==> src/hdl/hhve_pkg.sv <==
// Shared types, constants and name tables for the HTTP header value extractor.
// No dependencies; imported by hhve_ctrl, hhve_dp and http_header_value_extractor.
package hhve_pkg;

  // Default maximum stored value length in bytes.
  localparam int unsigned ValueMaxDefault = 64;
  // Counter width: holds VALUE_MAX + 1 (saturation mark) for VALUE_MAX up to 64.
  localparam int unsigned CntW = 7;
  localparam int unsigned ColW = 4;
  localparam logic [ColW-1:0] ColSat = 4'd15;

  // Header name lengths, colon included.
  localparam logic [ColW-1:0] EtagNameLen = 4'd5;
  localparam logic [ColW-1:0] ModNameLen  = 4'd14;

  // Special bytes.
  localparam logic [7:0] ChLf    = 8'h0A;
  localparam logic [7:0] ChCr    = 8'h0D;
  localparam logic [7:0] ChTab   = 8'h09;
  localparam logic [7:0] ChSpace = 8'h20;
  localparam logic [7:0] ChUpA   = 8'h41;
  localparam logic [7:0] ChUpZ   = 8'h5A;

  // Which header the current line belongs to.
  typedef enum logic [1:0] {
    KIND_NONE = 2'd0,
    KIND_ETAG = 2'd1,
    KIND_MOD  = 2'd2
  } kind_e;

  // Source code reported with each result.
  typedef enum logic [1:0] {
    SRC_ETAG = 2'd0,
    SRC_MOD  = 2'd1,
    SRC_NONE = 2'd2
  } src_e;

  // Controller states.
  typedef enum logic [1:0] {
    ST_IDLE = 2'd0,
    ST_READ = 2'd1,
    ST_SHOW = 2'd2
  } state_e;

  // Commands from controller to datapath.
  typedef struct packed {
    logic byte_en;  // an input byte transfer happens this cycle
    logic rd_en;    // read value stores at the emit index
    logic idx_inc;  // advance emit index
    logic clear;    // return to reset state after the run
  } cmd_t;

  // Status from datapath to controller.
  typedef struct packed {
    logic last;     // current result is the final one of the run
  } sts_t;

  // "etag:" by column.
  function automatic logic [7:0] etag_char(input logic [ColW-1:0] col);
    logic [7:0] ch;
    unique case (col)
      4'd0:    ch = 8'h65; // e
      4'd1:    ch = 8'h74; // t
      4'd2:    ch = 8'h61; // a
      4'd3:    ch = 8'h67; // g
      4'd4:    ch = 8'h3A; // :
      default: ch = 8'h00;
    endcase
    return ch;
  endfunction

  // "last-modified:" by column.
  function automatic logic [7:0] mod_char(input logic [ColW-1:0] col);
    logic [7:0] ch;
    unique case (col)
      4'd0:    ch = 8'h6C; // l
      4'd1:    ch = 8'h61; // a
      4'd2:    ch = 8'h73; // s
      4'd3:    ch = 8'h74; // t
      4'd4:    ch = 8'h2D; // -
      4'd5:    ch = 8'h6D; // m
      4'd6:    ch = 8'h6F; // o
      4'd7:    ch = 8'h64; // d
      4'd8:    ch = 8'h69; // i
      4'd9:    ch = 8'h66; // f
      4'd10:   ch = 8'h69; // i
      4'd11:   ch = 8'h65; // e
      4'd12:   ch = 8'h64; // d
      4'd13:   ch = 8'h3A; // :
      default: ch = 8'h00;
    endcase
    return ch;
  endfunction

endpackage

==> src/hdl/hhve_ctrl.sv <==
// Controller FSM: takes input bytes, then sequences value reads and result transfers.
// Depends on hhve_pkg.
module hhve_ctrl (
  input  logic          clk_i,
  input  logic          rst_ni,
  input  logic          in_valid_i,
  input  logic          end_of_body_i,
  input  logic          out_ready_i,
  input  hhve_pkg::sts_t sts_i,
  output logic          in_ready_o,
  output logic          out_valid_o,
  output hhve_pkg::cmd_t cmd_o
);
  import hhve_pkg::*;

  state_e state_q, state_d;
  logic   in_xfer, out_xfer;

  assign in_xfer  = in_valid_i & in_ready_o;
  assign out_xfer = out_valid_o & out_ready_i;

  // State register
  always_ff @(posedge clk_i or negedge rst_ni) begin
    if (!rst_ni) begin
      state_q <= ST_IDLE;
    end else begin
      state_q <= state_d;
    end
  end

  // Next state
  always_comb begin
    state_d = state_q;
    unique case (state_q)
      ST_IDLE: begin
        if (in_xfer && end_of_body_i) state_d = ST_READ;
      end
      ST_READ: begin
        state_d = ST_SHOW;
      end
      ST_SHOW: begin
        if (out_xfer) state_d = sts_i.last ? ST_IDLE : ST_READ;
      end
      default: state_d = ST_IDLE;
    endcase
  end

  // Outputs
  always_comb begin
    in_ready_o    = 1'b0;
    out_valid_o   = 1'b0;
    cmd_o         = '0;
    unique case (state_q)
      ST_IDLE: begin
        in_ready_o    = 1'b1;
        cmd_o.byte_en = in_valid_i;
      end
      ST_READ: begin
        cmd_o.rd_en = 1'b1;
      end
      ST_SHOW: begin
        out_valid_o   = 1'b1;
        cmd_o.idx_inc = out_ready_i & ~sts_i.last;
        cmd_o.clear   = out_ready_i & sts_i.last;
      end
      default: ;
    endcase
  end

endmodule

==> src/hdl/hhve_dp.sv <==
// Datapath: line parser, header value stores, committed lengths and result fields.
// Depends on hhve_pkg.
module hhve_dp #(
  parameter int unsigned VALUE_MAX = hhve_pkg::ValueMaxDefault
) (
  input  logic          clk_i,
  input  logic          rst_ni,
  input  hhve_pkg::cmd_t cmd_i,
  input  logic [7:0]    byte_value_i,
  input  logic          end_of_body_i,
  output hhve_pkg::sts_t sts_o,
  output logic [7:0]    value_byte_o,
  output logic          byte_valid_o,
  output logic [1:0]    source_o,
  output logic          truncated_o,
  output logic          last_result_o
);
  import hhve_pkg::*;

  localparam int unsigned AW = (VALUE_MAX > 1) ? $clog2(VALUE_MAX) : 1;
  localparam logic [CntW-1:0] VMax = CntW'(VALUE_MAX);
  localparam logic [CntW-1:0] CSat = CntW'(VALUE_MAX + 1);

  // Line parse state
  logic [ColW-1:0] col_q, col_d;
  logic            etag_ok_q, etag_ok_d;
  logic            mod_ok_q, mod_ok_d;
  kind_e           kind_q, kind_d;
  logic            skip_q, skip_d;
  logic            crp_q, crp_d;
  logic [CntW-1:0] cnt_q, cnt_d;
  logic [CntW-1:0] end_q, end_d;
  // Committed values
  logic [CntW-1:0] etag_len_q, etag_len_d;
  logic            etag_seen_q, etag_seen_d;
  logic            etag_cut_q, etag_cut_d;
  logic [CntW-1:0] mod_len_q, mod_len_d;
  logic            mod_seen_q, mod_seen_d;
  logic            mod_cut_q, mod_cut_d;
  // Emit index
  logic [CntW-1:0] idx_q, idx_d;

  // Stores
  logic [7:0] etag_mem [VALUE_MAX];
  logic [7:0] mod_mem  [VALUE_MAX];
  logic [7:0] etag_rd_q, mod_rd_q;

  logic            is_lf, blank, is_cr;
  logic [7:0]      lc;
  logic            we;
  logic            commit;
  kind_e           c_kind;
  logic [CntW-1:0] c_end, c_len;
  logic            c_cut;
  logic [CntW-1:0] cnt_inc;

  assign is_lf   = (byte_value_i == ChLf);
  assign is_cr   = (byte_value_i == ChCr);
  assign blank   = (byte_value_i == ChSpace) || (byte_value_i == ChTab);
  assign lc      = (byte_value_i >= ChUpA && byte_value_i <= ChUpZ) ?
                   (byte_value_i | 8'h20) : byte_value_i;
  assign cnt_inc = (cnt_q >= CSat) ? CSat : cnt_q + CntW'(1);

  // Store write: value byte not skipped as leading blank, within capacity
  assign we = cmd_i.byte_en && !is_lf && (kind_q != KIND_NONE) &&
              !(skip_q && blank) && (cnt_q < VMax);

  // Byte processing and line commit
  always_comb begin
    col_d       = col_q;
    etag_ok_d   = etag_ok_q;
    mod_ok_d    = mod_ok_q;
    kind_d      = kind_q;
    skip_d      = skip_q;
    crp_d       = crp_q;
    cnt_d       = cnt_q;
    end_d       = end_q;
    etag_len_d  = etag_len_q;
    etag_seen_d = etag_seen_q;
    etag_cut_d  = etag_cut_q;
    mod_len_d   = mod_len_q;
    mod_seen_d  = mod_seen_q;
    mod_cut_d   = mod_cut_q;
    idx_d       = idx_q;
    commit      = 1'b0;
    c_kind      = kind_q;
    c_end       = end_q;
    c_len       = '0;
    c_cut       = 1'b0;

    if (cmd_i.byte_en) begin
      if (is_lf) begin
        commit = 1'b1;
      end else if (kind_q != KIND_NONE) begin
        // value byte
        if (!(skip_q && blank)) begin
          skip_d = 1'b0;
          if (is_cr) begin
            crp_d = 1'b1;
          end else begin
            if (crp_q) begin
              end_d = cnt_q;
              crp_d = 1'b0;
            end
            if (!blank) end_d = cnt_inc;
          end
          cnt_d = cnt_inc;
        end
        commit = end_of_body_i;
        c_end  = end_d;
      end else begin
        // header name byte
        if (!(col_q < EtagNameLen && lc == etag_char(col_q))) etag_ok_d = 1'b0;
        if (!(col_q < ModNameLen && lc == mod_char(col_q)))   mod_ok_d  = 1'b0;
        if (col_q < ColSat) col_d = col_q + ColW'(1);
        if (etag_ok_d && col_d == EtagNameLen) begin
          kind_d = KIND_ETAG;
        end else if (mod_ok_d && col_d == ModNameLen) begin
          kind_d = KIND_MOD;
        end
        commit = end_of_body_i;
        c_kind = kind_d;
      end
    end

    // Commit the finished line to the matching header and start a fresh line
    c_cut = (c_end > VMax);
    c_len = c_cut ? VMax : c_end;
    if (commit) begin
      if (c_kind == KIND_ETAG) begin
        etag_len_d  = c_len;
        etag_cut_d  = c_cut;
        etag_seen_d = 1'b1;
      end else if (c_kind == KIND_MOD) begin
        mod_len_d  = c_len;
        mod_cut_d  = c_cut;
        mod_seen_d = 1'b1;
      end
      col_d     = '0;
      etag_ok_d = 1'b1;
      mod_ok_d  = 1'b1;
      kind_d    = KIND_NONE;
      skip_d    = 1'b1;
      crp_d     = 1'b0;
      cnt_d     = '0;
      end_d     = '0;
    end

    if (cmd_i.idx_inc) idx_d = idx_q + CntW'(1);

    // End of run: back to reset values
    if (cmd_i.clear) begin
      col_d       = '0;
      etag_ok_d   = 1'b1;
      mod_ok_d    = 1'b1;
      kind_d      = KIND_NONE;
      skip_d      = 1'b1;
      crp_d       = 1'b0;
      cnt_d       = '0;
      end_d       = '0;
      etag_len_d  = '0;
      etag_seen_d = 1'b0;
      etag_cut_d  = 1'b0;
      mod_len_d   = '0;
      mod_seen_d  = 1'b0;
      mod_cut_d   = 1'b0;
      idx_d       = '0;
    end
  end

  // Control and length registers
  always_ff @(posedge clk_i or negedge rst_ni) begin
    if (!rst_ni) begin
      col_q       <= '0;
      etag_ok_q   <= 1'b1;
      mod_ok_q    <= 1'b1;
      kind_q      <= KIND_NONE;
      skip_q      <= 1'b1;
      crp_q       <= 1'b0;
      cnt_q       <= '0;
      end_q       <= '0;
      etag_len_q  <= '0;
      etag_seen_q <= 1'b0;
      etag_cut_q  <= 1'b0;
      mod_len_q   <= '0;
      mod_seen_q  <= 1'b0;
      mod_cut_q   <= 1'b0;
      idx_q       <= '0;
    end else begin
      col_q       <= col_d;
      etag_ok_q   <= etag_ok_d;
      mod_ok_q    <= mod_ok_d;
      kind_q      <= kind_d;
      skip_q      <= skip_d;
      crp_q       <= crp_d;
      cnt_q       <= cnt_d;
      end_q       <= end_d;
      etag_len_q  <= etag_len_d;
      etag_seen_q <= etag_seen_d;
      etag_cut_q  <= etag_cut_d;
      mod_len_q   <= mod_len_d;
      mod_seen_q  <= mod_seen_d;
      mod_cut_q   <= mod_cut_d;
      idx_q       <= idx_d;
    end
  end

  // ETag value store: one write, one registered read
  always_ff @(posedge clk_i) begin
    if (we && kind_q == KIND_ETAG) etag_mem[cnt_q[AW-1:0]] <= byte_value_i;
    if (cmd_i.rd_en) etag_rd_q <= etag_mem[idx_q[AW-1:0]];
  end

  // Last-Modified value store
  always_ff @(posedge clk_i) begin
    if (we && kind_q == KIND_MOD) mod_mem[cnt_q[AW-1:0]] <= byte_value_i;
    if (cmd_i.rd_en) mod_rd_q <= mod_mem[idx_q[AW-1:0]];
  end

  // Result selection: ETag wins over Last-Modified
  src_e            src;
  logic [CntW-1:0] sel_len;
  logic            sel_cut;
  logic            len_zero;

  always_comb begin
    priority if (etag_seen_q) begin
      src     = SRC_ETAG;
      sel_len = etag_len_q;
      sel_cut = etag_cut_q;
    end else if (mod_seen_q) begin
      src     = SRC_MOD;
      sel_len = mod_len_q;
      sel_cut = mod_cut_q;
    end else begin
      src     = SRC_NONE;
      sel_len = '0;
      sel_cut = 1'b0;
    end
  end

  assign len_zero      = (sel_len == '0);
  assign sts_o.last    = len_zero || (idx_q + CntW'(1) == sel_len);
  assign value_byte_o  = len_zero ? 8'h00 : ((src == SRC_ETAG) ? etag_rd_q : mod_rd_q);
  assign byte_valid_o  = ~len_zero;
  assign source_o      = src;
  assign truncated_o   = sel_cut;
  assign last_result_o = sts_o.last;

endmodule

==> src/hdl/http_header_value_extractor.sv <==
// HTTP header value extractor: ETag / Last-Modified value from a response byte stream.
// Timing: header bytes are taken one per cycle while the controller is idle. After
//   the end_of_body transfer, each result is read from the value store (ST_READ),
//   then presented (ST_SHOW) until it transfers. Input is held off from end_of_body
//   until the last result transfers; the next read waits for each transfer.
// Reset (rst_ni low, asynchronous): parser and lengths cleared; stores need no clearing.
// Depends on hhve_pkg, hhve_ctrl, hhve_dp.
module http_header_value_extractor #(
  parameter int unsigned VALUE_MAX = hhve_pkg::ValueMaxDefault
) (
  input  logic       clk_i,
  input  logic       rst_ni,
  input  logic       in_valid_i,
  output logic       in_ready_o,
  input  logic [7:0] byte_value_i,
  input  logic       end_of_body_i,
  output logic       out_valid_o,
  input  logic       out_ready_i,
  output logic [7:0] value_byte_o,
  output logic       byte_valid_o,
  output logic [1:0] source_o,
  output logic       truncated_o,
  output logic       last_result_o
);
  import hhve_pkg::*;

  cmd_t cmd;
  sts_t sts;

  hhve_ctrl u_ctrl (
    .clk_i         (clk_i),
    .rst_ni        (rst_ni),
    .in_valid_i    (in_valid_i),
    .end_of_body_i (end_of_body_i),
    .out_ready_i   (out_ready_i),
    .sts_i         (sts),
    .in_ready_o    (in_ready_o),
    .out_valid_o   (out_valid_o),
    .cmd_o         (cmd)
  );

  hhve_dp #(
    .VALUE_MAX (VALUE_MAX)
  ) u_dp (
    .clk_i         (clk_i),
    .rst_ni        (rst_ni),
    .cmd_i         (cmd),
    .byte_value_i  (byte_value_i),
    .end_of_body_i (end_of_body_i),
    .sts_o         (sts),
    .value_byte_o  (value_byte_o),
    .byte_valid_o  (byte_valid_o),
    .source_o      (source_o),
    .truncated_o   (truncated_o),
    .last_result_o (last_result_o)
  );

endmodule
==> config.mk <==
export PLATFORM = sky130hd
export DESIGN_NAME = http_header_value_extractor
export DESIGN_NICKNAME = d
export VERILOG_FILES = /design/src/hdl/hhve_pkg.sv /design/src/hdl/hhve_ctrl.sv /design/src/hdl/hhve_dp.sv /design/src/hdl/http_header_value_extractor.sv
export SDC_FILE = /design/constraint.sdc
export NUM_CORES = 1
export LEC_CHECK = 0
export BUFFER_PORTS_ARGS = -buffer_cell sky130_fd_sc_hd__buf_4
export CAP_MARGIN = 10
export CORE_ASPECT_RATIO = 0.5
export CORE_MARGIN = 2
export CORE_UTILIZATION = 40
export DETAILED_ROUTE_END_ITERATION = 12
export PLACE_DENSITY = 0.61
export SKIP_CTS_REPAIR_TIMING = 1
export SLEW_MARGIN = 20
export SYNTH_ARGS = -nofsm -noshare
export SYNTH_HDL_FRONTEND = slang
export SYNTH_SLANG_ARGS = --single-unit
==> constraint.sdc <==
create_clock -name clk_i -period 4.5 [get_ports clk_i]
set_input_delay 0.225 -clock clk_i [delete_from_list [all_inputs] [get_ports clk_i]]
set_output_delay 0.225 -clock clk_i [all_outputs]
set_load 0.01 [all_outputs]
# After elaboration in Yosys (flattened, before gate mapping)
# Memories as Yosys holds them, arrays and structs flattened. A register that Yosys moved wholly into a read port is not among the register bits.
# Cells that the tools add are included.
[op_classes]
n_addsub = 3
magnitude_cmp = 8
eq_ne = 25
muxes = 118
n_bitwise = 6
reduce_logical = 33
[ops]
columns = ["operator", "n"]
rows = [
  ["$mux W7", 28],
  ["$mux W8", 8],
  ["$mux W1", 58],
  ["$mux W4", 9],
  ["$pmux W7 S5", 1],
  ["$eq A8 B4 Y1 const B", 3],
  ["$mux W2", 12],
  ["$eq A8 B8 Y1", 2],
  ["$add A7 B1 Y7 const B", 2],
  ["$logic_and A1 B1 Y1", 13],
  ["$reduce_bool A2 Y1", 5],
  ["$eq A4 B2 Y1 const B", 2],
  ["$eq A4 B3 Y1 const B", 2],
  ["$eq A8 B6 Y1 const B", 1],
  ["$ge A8 B7 Y1 const B", 1],
  ["$le A8 B7 Y1 const B", 1],
  ["$lt A4 B4 Y1 const B", 2],
  ["$eq A7 B7 Y1", 1],
  ["$ge A7 B7 Y1 const B", 1],
  ["$gt A7 B7 Y1 const B", 1],
  ["$logic_not A7 Y1", 1],
  ["$lt A7 B7 Y1 const B", 1],
  ["$eq A2 B1 Y1 const B", 3],
  ["$eq A2 B2 Y1 const B", 3],
  ["other kinds (20)", 32],
]
[word_totals]
register_bits = 51
ramBits = 1024
rom_bits = 112
input_bits = 13
output_inout_bits = 15
elab_cells = 212
memories = 3
[mem_list]
columns = ["memory", "depth", "width", "rd", "rd_ports_with_merged_regs", "wr", "line_no", "rtl"]
rows = [
  ["u_dp.etag_mem", 64, 8, 1, 1, 1, "hhve_dp.sv:44", "logic [7:0] etag_mem [VALUE_MAX];"],
  ["u_dp.mod_mem", 64, 8, 1, 1, 1, "hhve_dp.sv:45", "logic [7:0] mod_mem [VALUE_MAX];"],
  ["(name not given)", 16, 7, 1, 0, 0, "hhve_pkg.sv:75", "unique case (col)"],
]

# Depth between registers and ports, before layout
# Gate-level depths: netlist of the first run.
[logic_depth]
depth_word = 21
ltp_mapped = 11
ltp_nobuf = 9

# By module
# Synthesis of the first run repeated with hierarchy kept, for this count alone.
[unflattened]
cells_unflattened = 2075
area_unflattened_um2 = 43560.5
[modules_own_cells]
columns = ["module", "instances", "cells_each", "area_per_inst_um2", "seq_area_each_um2"]
rows = [
  ["hhve_dp", 1, 2060, 43429.2, 32459.9],
  ["hhve_ctrl", 1, 15, 131.4, 50.0],
]

# Worst setup path after synthesis of the first run
# Ideal clock, no wire load.
[synth_timing]
path_type = "flip-flop to flip-flop"
from = "register u_ctrl.state_q[1]"
to = "memory u_dp.etag_mem[41][0], enable pin"
setup_ps = 370
arrival_time_ps = 2667
t_required_ps = 4130
slack_ps = 1462
stages_incl_launch_ff = 8
n_path_buf = 1
synth_period_minus_slack_ps = 3038
path_cell_list = "dfrtp_1 > nor3b_2 > o21ai_0 > a211o_1 > clkbuf_1 > nor4b_2 > nand4_1 > nor2_1"
[synth_between]
elab_chain_cells = 9
[synth_lines]
columns = ["element", "line_no", "rtl"]
rows = [
  ["start: declaration", "hhve_ctrl.sv:16", "state_e state_q, state_d;"],
  ["start signal: assignment", "hhve_ctrl.sv:27", "state_q <= state_d;"],
  ["$logic_not A2 Y1", "hhve_ctrl.sv:53", "unique case (state_q)"],
  ["$mux W1", "hhve_ctrl.sv:53", ""],
  ["$logic_and A1 B1 Y1 (3 in a row)", "hhve_dp.sv:65", "assign we = cmd_i.byte_en && !is_lf && (kind_q != KIND_NONE) &&"],
  ["$logic_and A1 B1 Y1", "hhve_dp.sv:66", "!(skip_q && blank) && (cnt_q < VMax);"],
  ["$logic_and A1 B1 Y1", "hhve_dp.sv:210", "if (we && kind_q == KIND_ETAG) etag_mem[cnt_q[AW-1:0]] <= byte_value_i;"],
  ["$mux W1", "hhve_dp.sv:210", ""],
  ["$mux W1 (not written as such)", "hhve_dp.sv:210", ""],
  ["end: declaration", "hhve_dp.sv:44", ""],
]
# No other way between the ends.

# Worst setup path after layout of the first run
[layout_timing]
from = "register u_dp.cnt_q[5]"
to = "register u_dp.etag_cut_q"
[layout_between]
elab_chain_cells = 12
[layout_lines]
columns = ["element", "line_no", "rtl"]
rows = [
  ["start: declaration", "hhve_dp.sv:31", "logic [CntW-1:0] cnt_q, cnt_d;"],
  ["start signal: assignment", "hhve_dp.sv:196", "cnt_q <= cnt_d;"],
  ["$add A7 B1 Y7 / $ge A7 B7 Y1 (equally long branches)", "hhve_dp.sv:62", "assign cnt_inc = (cnt_q >= CSat) ? CSat : cnt_q + CntW'(1);"],
  ["$mux W7", "hhve_dp.sv:62", ""],
  ["$mux W7 (*)", "hhve_dp.sv:105", "if (!blank) end_d = cnt_inc;"],
  ["$mux W7 (*)", "hhve_dp.sv:98", "if (is_cr) begin"],
  ["$mux W7 (*)", "hhve_dp.sv:96", "if (!(skip_q && blank)) begin"],
  ["$mux W7 (*)", "hhve_dp.sv:94", "end else if (kind_q != KIND_NONE) begin"],
  ["$mux W7 (*)", "hhve_dp.sv:92", "if (is_lf) begin"],
  ["$mux W7 (*)", "hhve_dp.sv:91", "if (cmd_i.byte_en) begin"],
  ["$gt A7 B7 Y1 (*)", "hhve_dp.sv:127", "c_cut = (c_end > VMax);"],
  ["$mux W1 (*)", "hhve_dp.sv:130", "if (c_kind == KIND_ETAG) begin"],
  ["$mux W1 (*)", "hhve_dp.sv:129", "if (commit) begin"],
  ["$mux W1 (*)", "hhve_dp.sv:152", "if (cmd_i.clear) begin"],
  ["end signal: assignment", "hhve_dp.sv:200", "etag_cut_q <= etag_cut_d;"],
  ["end: declaration", "hhve_dp.sv:36", "logic etag_cut_q, etag_cut_d;"],
]
# Mark *: on every way between the ends. The rest lies on a longest branch, timed or not. The select of a mux whose other input is x is not followed.
# A chain may end at the register's enable or synchronous reset.

==> results.cfg, run 1 <==
[outcome]
status = finished, final reports clean

[die]
die_y_um = 240
rows = 86
core_sq_um = 110000
die_area_sq_um = 114000
initial_core_util_pct = 40.3
ios = 28
die_x_um = 475

[worst_setup_path]
cp.required_ps = 5030
cp_slowest_cell = nor4b_1
end_kind = flop
criticalPathCategory = reg -> reg
path_cells = or3_1, o31a_1, nor4_1, o311ai_0, o211ai_1, nor4b_1, o32ai_1
worstSetupStartpointType = flop
ff2ff_path_depth = 7
timing.rr.start = u_dp.cnt_q[5]
r2r-end = u_dp.etag_cut_q
path_delay_family = simple AND/OR/NAND/NOR gates
cpPeakStageDelay_ps = 740
crit_fanout = 11
reg2reg_slack_ps = 930
arrival_ps = 4100
critPathBufInv = 0

[global_routing]
grt_pass1_vias = 23600
gr-total-overflow = 0
antenna_found_initial = 7
grt_max_degree = 125
grt_util_all_layers_pct = 19.5
grt_pass1_wl_um = 162000

[clocking]
clk_latency_ps = 690
clock-sinks = 1091
cts_root_buf = clkbuf_16
cts.clk_slew.worst_paths_ps = 60
htree_num_levels = 3
clockBufferDepth = 3
numCtsBuffers = 99
cts_tree = built

[finish]
fillers = 9342
diodes = 0
regArea_sq_um = 32500
syn_to_final_growth_pct = 13.0
fin_nets = 2696
drive_gt1_share_pct = 19.2
multi_input_area_sq_um = 11100
finalNonFillerCells = 4252

[yosys]
synth_area_sq_um = 44400
ys_seq_area_share_pct = 73.3
synth_edf_count = 1040
synth_cell_types = 78
synth_area_per_cell_sq_um = 17.3
yosysWarnings = 0
postSynthCellCount = 2571
ys.flop_type = edfxtp_1
syn-num-nets = 2592
synthArstFlopShare_pct = 4.67
synth_seq_cells = 1091

[pwr]
p_total_mw = 21.4
pwr-share-seq_pct = 53.1
netSwitchingPower_mw = 5.01
p_comb_share_pct = 8.6
clockPowerShare_pct = 38.3
vdd_drop_max_uv = 300
switching_share_pct = 23.4
powerDensity_nw_per_um2 = 426
leakagePower_nw = 15.2
internal_power_mw = 16.4

[route]
via_count = 24200
totalWireLength_um = 111000
ant_nets = 0
remaining_drc_errors = 0
viasPerCell = 5.69
drtPass1Iterations = 5
wl_per_cell_um = 26.2
drt-initial-drc-count = 2706

[sta]
drv_slew = 0
fmax_ghz = 0.280
timing.final.crit_period_ps = 3570
setup-tns-final_ps = 0
finClkSkew_ps = 20.0
finalCritPeriodShare_pct = 79.4
slew_headroom_pct = 27.8
hold_viol = 0
rsz0062_at_grt = false
worst_slew_pin_slew_ps = 1080
setup_viol = 0

[placed_design]
place.gp.congestion = 0.831
port_buffers = 27
dpl.hpwl_um = 68800
dp_cells = 4059

[job]
cap_violations = 0

[min_path]
hp-class = in -> async
[cell usage in the layout, fill, tap and decap left out, types with 7 or more instances in the layout]
| cell type | synthesis | routed |
|---|---|---|
| a21o_1 | 7 | 7 |
| xor2_1 | 7 | 7 |
| mux2i_1 | 206 | 206 |
| o22ai_1 | 68 | 68 |
| buf_12 | 0 | 11 |
| nor2b_1 | 8 | 7 |
| buf_4 | 1 | 141 |
| and3_1 | 10 | 10 |
| mux4_2 | 145 | 145 |
| dlygate4sd3_1 | 0 | 11 |
| a21oi_1 | 158 | 158 |
| ha_1 | 8 | 8 |
| xnor2_1 | 7 | 7 |
| nor2_1 | 164 | 164 |
| o21ai_0 | 82 | 81 |
| and2_1 | 8 | 7 |
| nand4_1 | 24 | 24 |
| o221ai_1 | 64 | 64 |
| nand3_1 | 19 | 19 |
| nor4_1 | 7 | 7 |
| clkinv_2 | 0 | 15 |
| edfxtp_1 | 1040 | 1040 |
| mux2_2 | 66 | 66 |
| clkbuf_1 | 94 | 20 |
| nand2b_1 | 12 | 11 |
| inv_1 | 18 | 18 |
| o31ai_1 | 16 | 16 |
| nand2_1 | 91 | 90 |
| nor3_1 | 27 | 27 |
| clkbuf_16 | 0 | 102 |
| or3_1 | 14 | 14 |
| clkinv_1 | 2 | 27 |
| dfrtp_1 | 48 | 44 |
[flip-flops by register name, indices dropped and copies added (netlist names)]
register,cells
u_ctrl.state_q,2
u_dp.cnt_q,7
u_dp.col_q,4
u_dp.crp_q,1
u_dp.end_q,7
u_dp.etag_cut_q,1
u_dp.etag_len_q,7
u_dp.etag_mem,512
u_dp.etag_ok_q,1
u_dp.etag_rd_q,8
u_dp.etag_seen_q,1
u_dp.idx_q,7
u_dp.kind_q,2
u_dp.mod_cut_q,1
u_dp.mod_len_q,7
u_dp.mod_mem,512
u_dp.mod_ok_q,1
u_dp.mod_rd_q,8
u_dp.mod_seen_q,1
u_dp.skip_q,1
[area by class of cell]
| type | instances | share of cell area (%) |
|---|---|---|
| sequential | 1091 | 64.9 |
| multi-input combinational | 1299 | 22.2 |
| clock buffer | 124 | 5.30 |
| tap | 1496 | 3.73 |
| timing repair buffer | 164 | 2.83 |
| clock inverter | 58 | 0.893 |
| inverter | 20 | 0.150 |
[power groups by stage]
| stage | logic [mW] | clock network [mW] | registers (mW) |
|---|---|---|---|
| after detailed placement | 1.83 | 0 | 11.6 |
| after global routing | 1.99 | 8.70 | 11.3 |
| after floorplan | 1.18 | 0 | 11.5 |
| after CTS | 1.84 | 8.30 | 11.3 |
| final | 1.84 | 8.18 | 11.3 |
| after global placement | 1.81 | 0 | 11.6 |
[how the worst max path moves through the flow]
stage                      startpoint                   end  slack [ps]  cells past startpoint
finish                  u_dp.cnt_q[5]       u_dp.etag_cut_q         930                      7
global route            u_dp.idx_q[0]         last_result_o         720                      7
CTS                     u_dp.idx_q[0]         last_result_o         880                      7
detailed placement    byte_value_i[0]  u_dp.etag_mem[26][5]         810                      8
global placement      byte_value_i[2]  u_dp.etag_mem[26][6]         950                      8
floorplan           u_ctrl.state_q[1]  u_dp.etag_mem[41][0]        1460                      7
[cells by family after synthesis]
family,synth area share [%]
flops,73.3
compound gates,6.56
mux,13.7
simple gates,4.29
buf+inv,1.66
xor+xnor,0.327
fa+ha+maj,0.226
[cells in the mapped netlist (12+ instances only)]
| master | n | share of area [%] |
|---|---|---|
| edfxtp_1 | 1040 | 70 |
| mux2i_1 | 206 | 4.6 |
| nor2_1 | 164 | 1.4 |
| a21oi_1 | 158 | 1.8 |
| mux4_2 | 145 | 7.4 |
| clkbuf_1 | 94 | 0.80 |
| nand2_1 | 91 | 0.77 |
| o21ai_0 | 82 | 0.92 |
| o22ai_1 | 68 | 0.96 |
| mux2_2 | 66 | 1.7 |
| o221ai_1 | 64 | 1.3 |
| dfrtp_1 | 48 | 2.7 |
| buf_1 | 39 | 0.33 |
| nor3_1 | 27 | 0.30 |
| buf_2 | 24 | 0.27 |
| nand4_1 | 24 | 0.34 |
| nand3_1 | 19 | 0.21 |
| inv_1 | 18 | 0.15 |
| o31ai_1 | 16 | 0.27 |
| or3_1 | 14 | 0.20 |
| nand2b_1 | 12 | 0.17 |
[stage by stage]
step / worst slack (ps) / util [%] / hold WS [ps] / cell area [sq um]
floorplan: 1460 / - / -70.6 / 44400
global placement: 946 / 42.6 / 312 / 46900
detailed placement: 811 / 42.6 / 313 / 46900
CTS: 885 / 45.4 / -439 / 50000
global route: 722 / 45.5 / 148 / 50100
finish: 927 / 45.5 / 120 / 50100
[per-layer routing]
layer / GRT usage (%) / up-vias / wire (um) / share of wire (%)
li1: - / 10600 / - / -
met1: 28.1 / 12500 / 48800 / 44
met2: 29.9 / 906 / 51100 / 46
met3: 4.52 / 170 / 8630 / 7.8
met4: 5.00 / 6 / 2720 / 2.4
met5: 0 / - / 49 / 0.044
Note: power is estimated with default switching activity, not from simulation.
==> run 2, diff against run 1 <==
- clock period: 4.5 -> 3.3 ns (I/O delays scaled with it)
==> run 2 against run 1 <==
Effect of this change:
- global-route usage about the same
- non-clock buffer count up 114
- cell count up 2.6%
- first-iteration DRC count down 11%
- core utilization up 1.1 points
- design area up 2.4%
- die area unchanged
- critical endpoint is now last_result_o
==> results.cfg, run 2 (same netlist as run 1, synthesis figures left out) <==
[placed_design]
place.gp.congestion = 0.836
pre_cts_ws_ps = 134
dp_cells = 4171
dpl.hpwl_um = 70000
port_buffers = 27
place_area_sq_um = 47900

[worst_setup_path]
cp.required_ps = 3130
r2r-end = u_dp.etag_len_q[5]
end_kind = output port
criticalPathCategory = reg -> out
timing.rr.start = u_dp.col_q[0]
reg2reg_slack_ps = 230
crit_start = u_dp.idx_q[0]
worstSetupStartpointType = flop
crit_fanout = 10
ff2ff_path_depth = 10
arrival_ps = 3010

[route]
via_count = 24500
drtPass1Iterations = 5
ant_nets = 0
viasPerCell = 5.61
totalWireLength_um = 111000
wl_per_cell_um = 25.5
drt-initial-drc-count = 2397
remaining_drc_errors = 0

[job]
cap_violations = 0

[clocking]
cts_tree = built
numCtsBuffers = 98
htree_num_levels = 3
cts.clk_slew.worst_paths_ps = 70
clk_latency_ps = 690
cts_root_buf = clkbuf_16
clock-sinks = 1091
clockBufferDepth = 3

[sta]
slew_headroom_pct = 34.0
finClkSkew_ps = 22.3
timing.final.crit_period_ps = 3170
hold_viol = 0
drv_slew = 0
setup_viol = 0
fin_ws_ps = 126
finalCritPeriodShare_pct = 96.2
rsz0062_at_grt = false
worst_slew_pin_slew_ps = 990
fmax_ghz = 0.315

[pwr]
vdd_drop_max_uv = 367
powerDensity_nw_per_um2 = 583
leakagePower_nw = 15.9
p_total_mw = 29.9

[min_path]
hp-class = in -> async

[die]
initial_core_util_pct = 40.3
die_x_um = 475
die_area_sq_um = 114000
die_y_um = 240
ios = 28
core_sq_um = 110000
rows = 86

[finish]
regArea_sq_um = 32500
final_area_sq_um = 51300
fillers = 9236
fin_nets = 2809
syn_to_final_growth_pct = 15.7
multi_input_area_sq_um = 11200
final_common_cell = edfxtp_1
finalNonFillerCells = 4363
layout_common_cells = edfxtp_1, buf_4, mux2i_1
drive_gt1_share_pct = 22.7

[global_routing]
gr-total-overflow = 0
grt_pass1_vias = 24300
grt_max_degree = 94
grt_pass1_wl_um = 163000
grt_util_all_layers_pct = 19.6
antenna_found_initial = 7

[outcome]
status = finished, final reports clean
==> run 2: cell types whose count changed in the layout (fill, tap and decap cells not counted), moves of 2 or more <==
| cell | previous run | this run |
|---|---|---|
| buf_4 | 141 | 247 |
| clkinvlp_4 | 6 | 4 |
| buf_12 | 11 | 21 |
| dlygate4sd3_1 | 11 | 9 |
| clkinv_2 | 15 | 12 |
| clkbuf_8 | 2 | 5 |
| clkinv_1 | 27 | 19 |
| bufinv_16 | 5 | 13 |
| clkbuf_1 | 20 | 18 |
==> run 2: through the flow <==
stage | setup TNS, ps | util [%] | hold WS [ps]
after global routing | 0 | 46.6 | 85.3
after global placement | 0 | 43.5 | 246
after floorplan | 0 | - | -131
after detailed placement | 0 | 43.5 | 250
after CTS | -0.804 | 46.5 | -488
final | 0 | 46.6 | 58.9
==> run 2: worst max-delay path, stage by stage, from the launching register on <==
cell     delay [ps]
dfrtp_4         500
ha_1            260
and3_1          250
and3_1          240
xnor3_1         360
nor4_1          190
a31o_2          210
buf_4           190
buf_4           140
==> run 2: final cells by class <==
| class | count | share of cell area, % |
|---|---|---|
| Clock inverter | 53 | 1.23 |
| Antenna cell | 1 | 0.00487 |
| Multi-Input combinational cell | 1299 | 21.7 |
| Timing Repair Buffer | 278 | 4.63 |
| Inverter | 20 | 0.146 |
| Sequential cell | 1091 | 63.4 |
| Tap cell | 1496 | 3.65 |
| Clock buffer | 125 | 5.24 |
==> run 2: how the worst max path moves through the flow <==
stage / end / slack [ps] / cells past startpoint
6_report: last_result_o / 130 / 8
5_1_grt: last_result_o / 20 / 8
4_1_cts: last_result_o / -0.8 / 8
3_5_place_dp: u_dp.mod_cut_q / 130 / 9
3_3_place_gp: u_dp.etag_len_q[6] / 270 / 9
2_1_floorplan: u_dp.etag_mem[41][0] / 260 / 7
==> run 2: metal layers <==
metal	routed length [um]	global-route usage (%)	vias up
li1	-	-	10800
met1	48600	27.4	12700
met5	9	0	-
met4	2620	5.03	2
met2	52400	31.0	788
met3	7850	4.44	165
==> run 2: power by group <==
part / internal [mW] / switching, mW / total, mW
Combinational: 0.964 / 1.69 / 2.66
Clock: 6.79 / 5.06 / 11.9
Sequential: 15.3 / 0.106 / 15.4
Total: 23.0 / 6.86 / 29.9
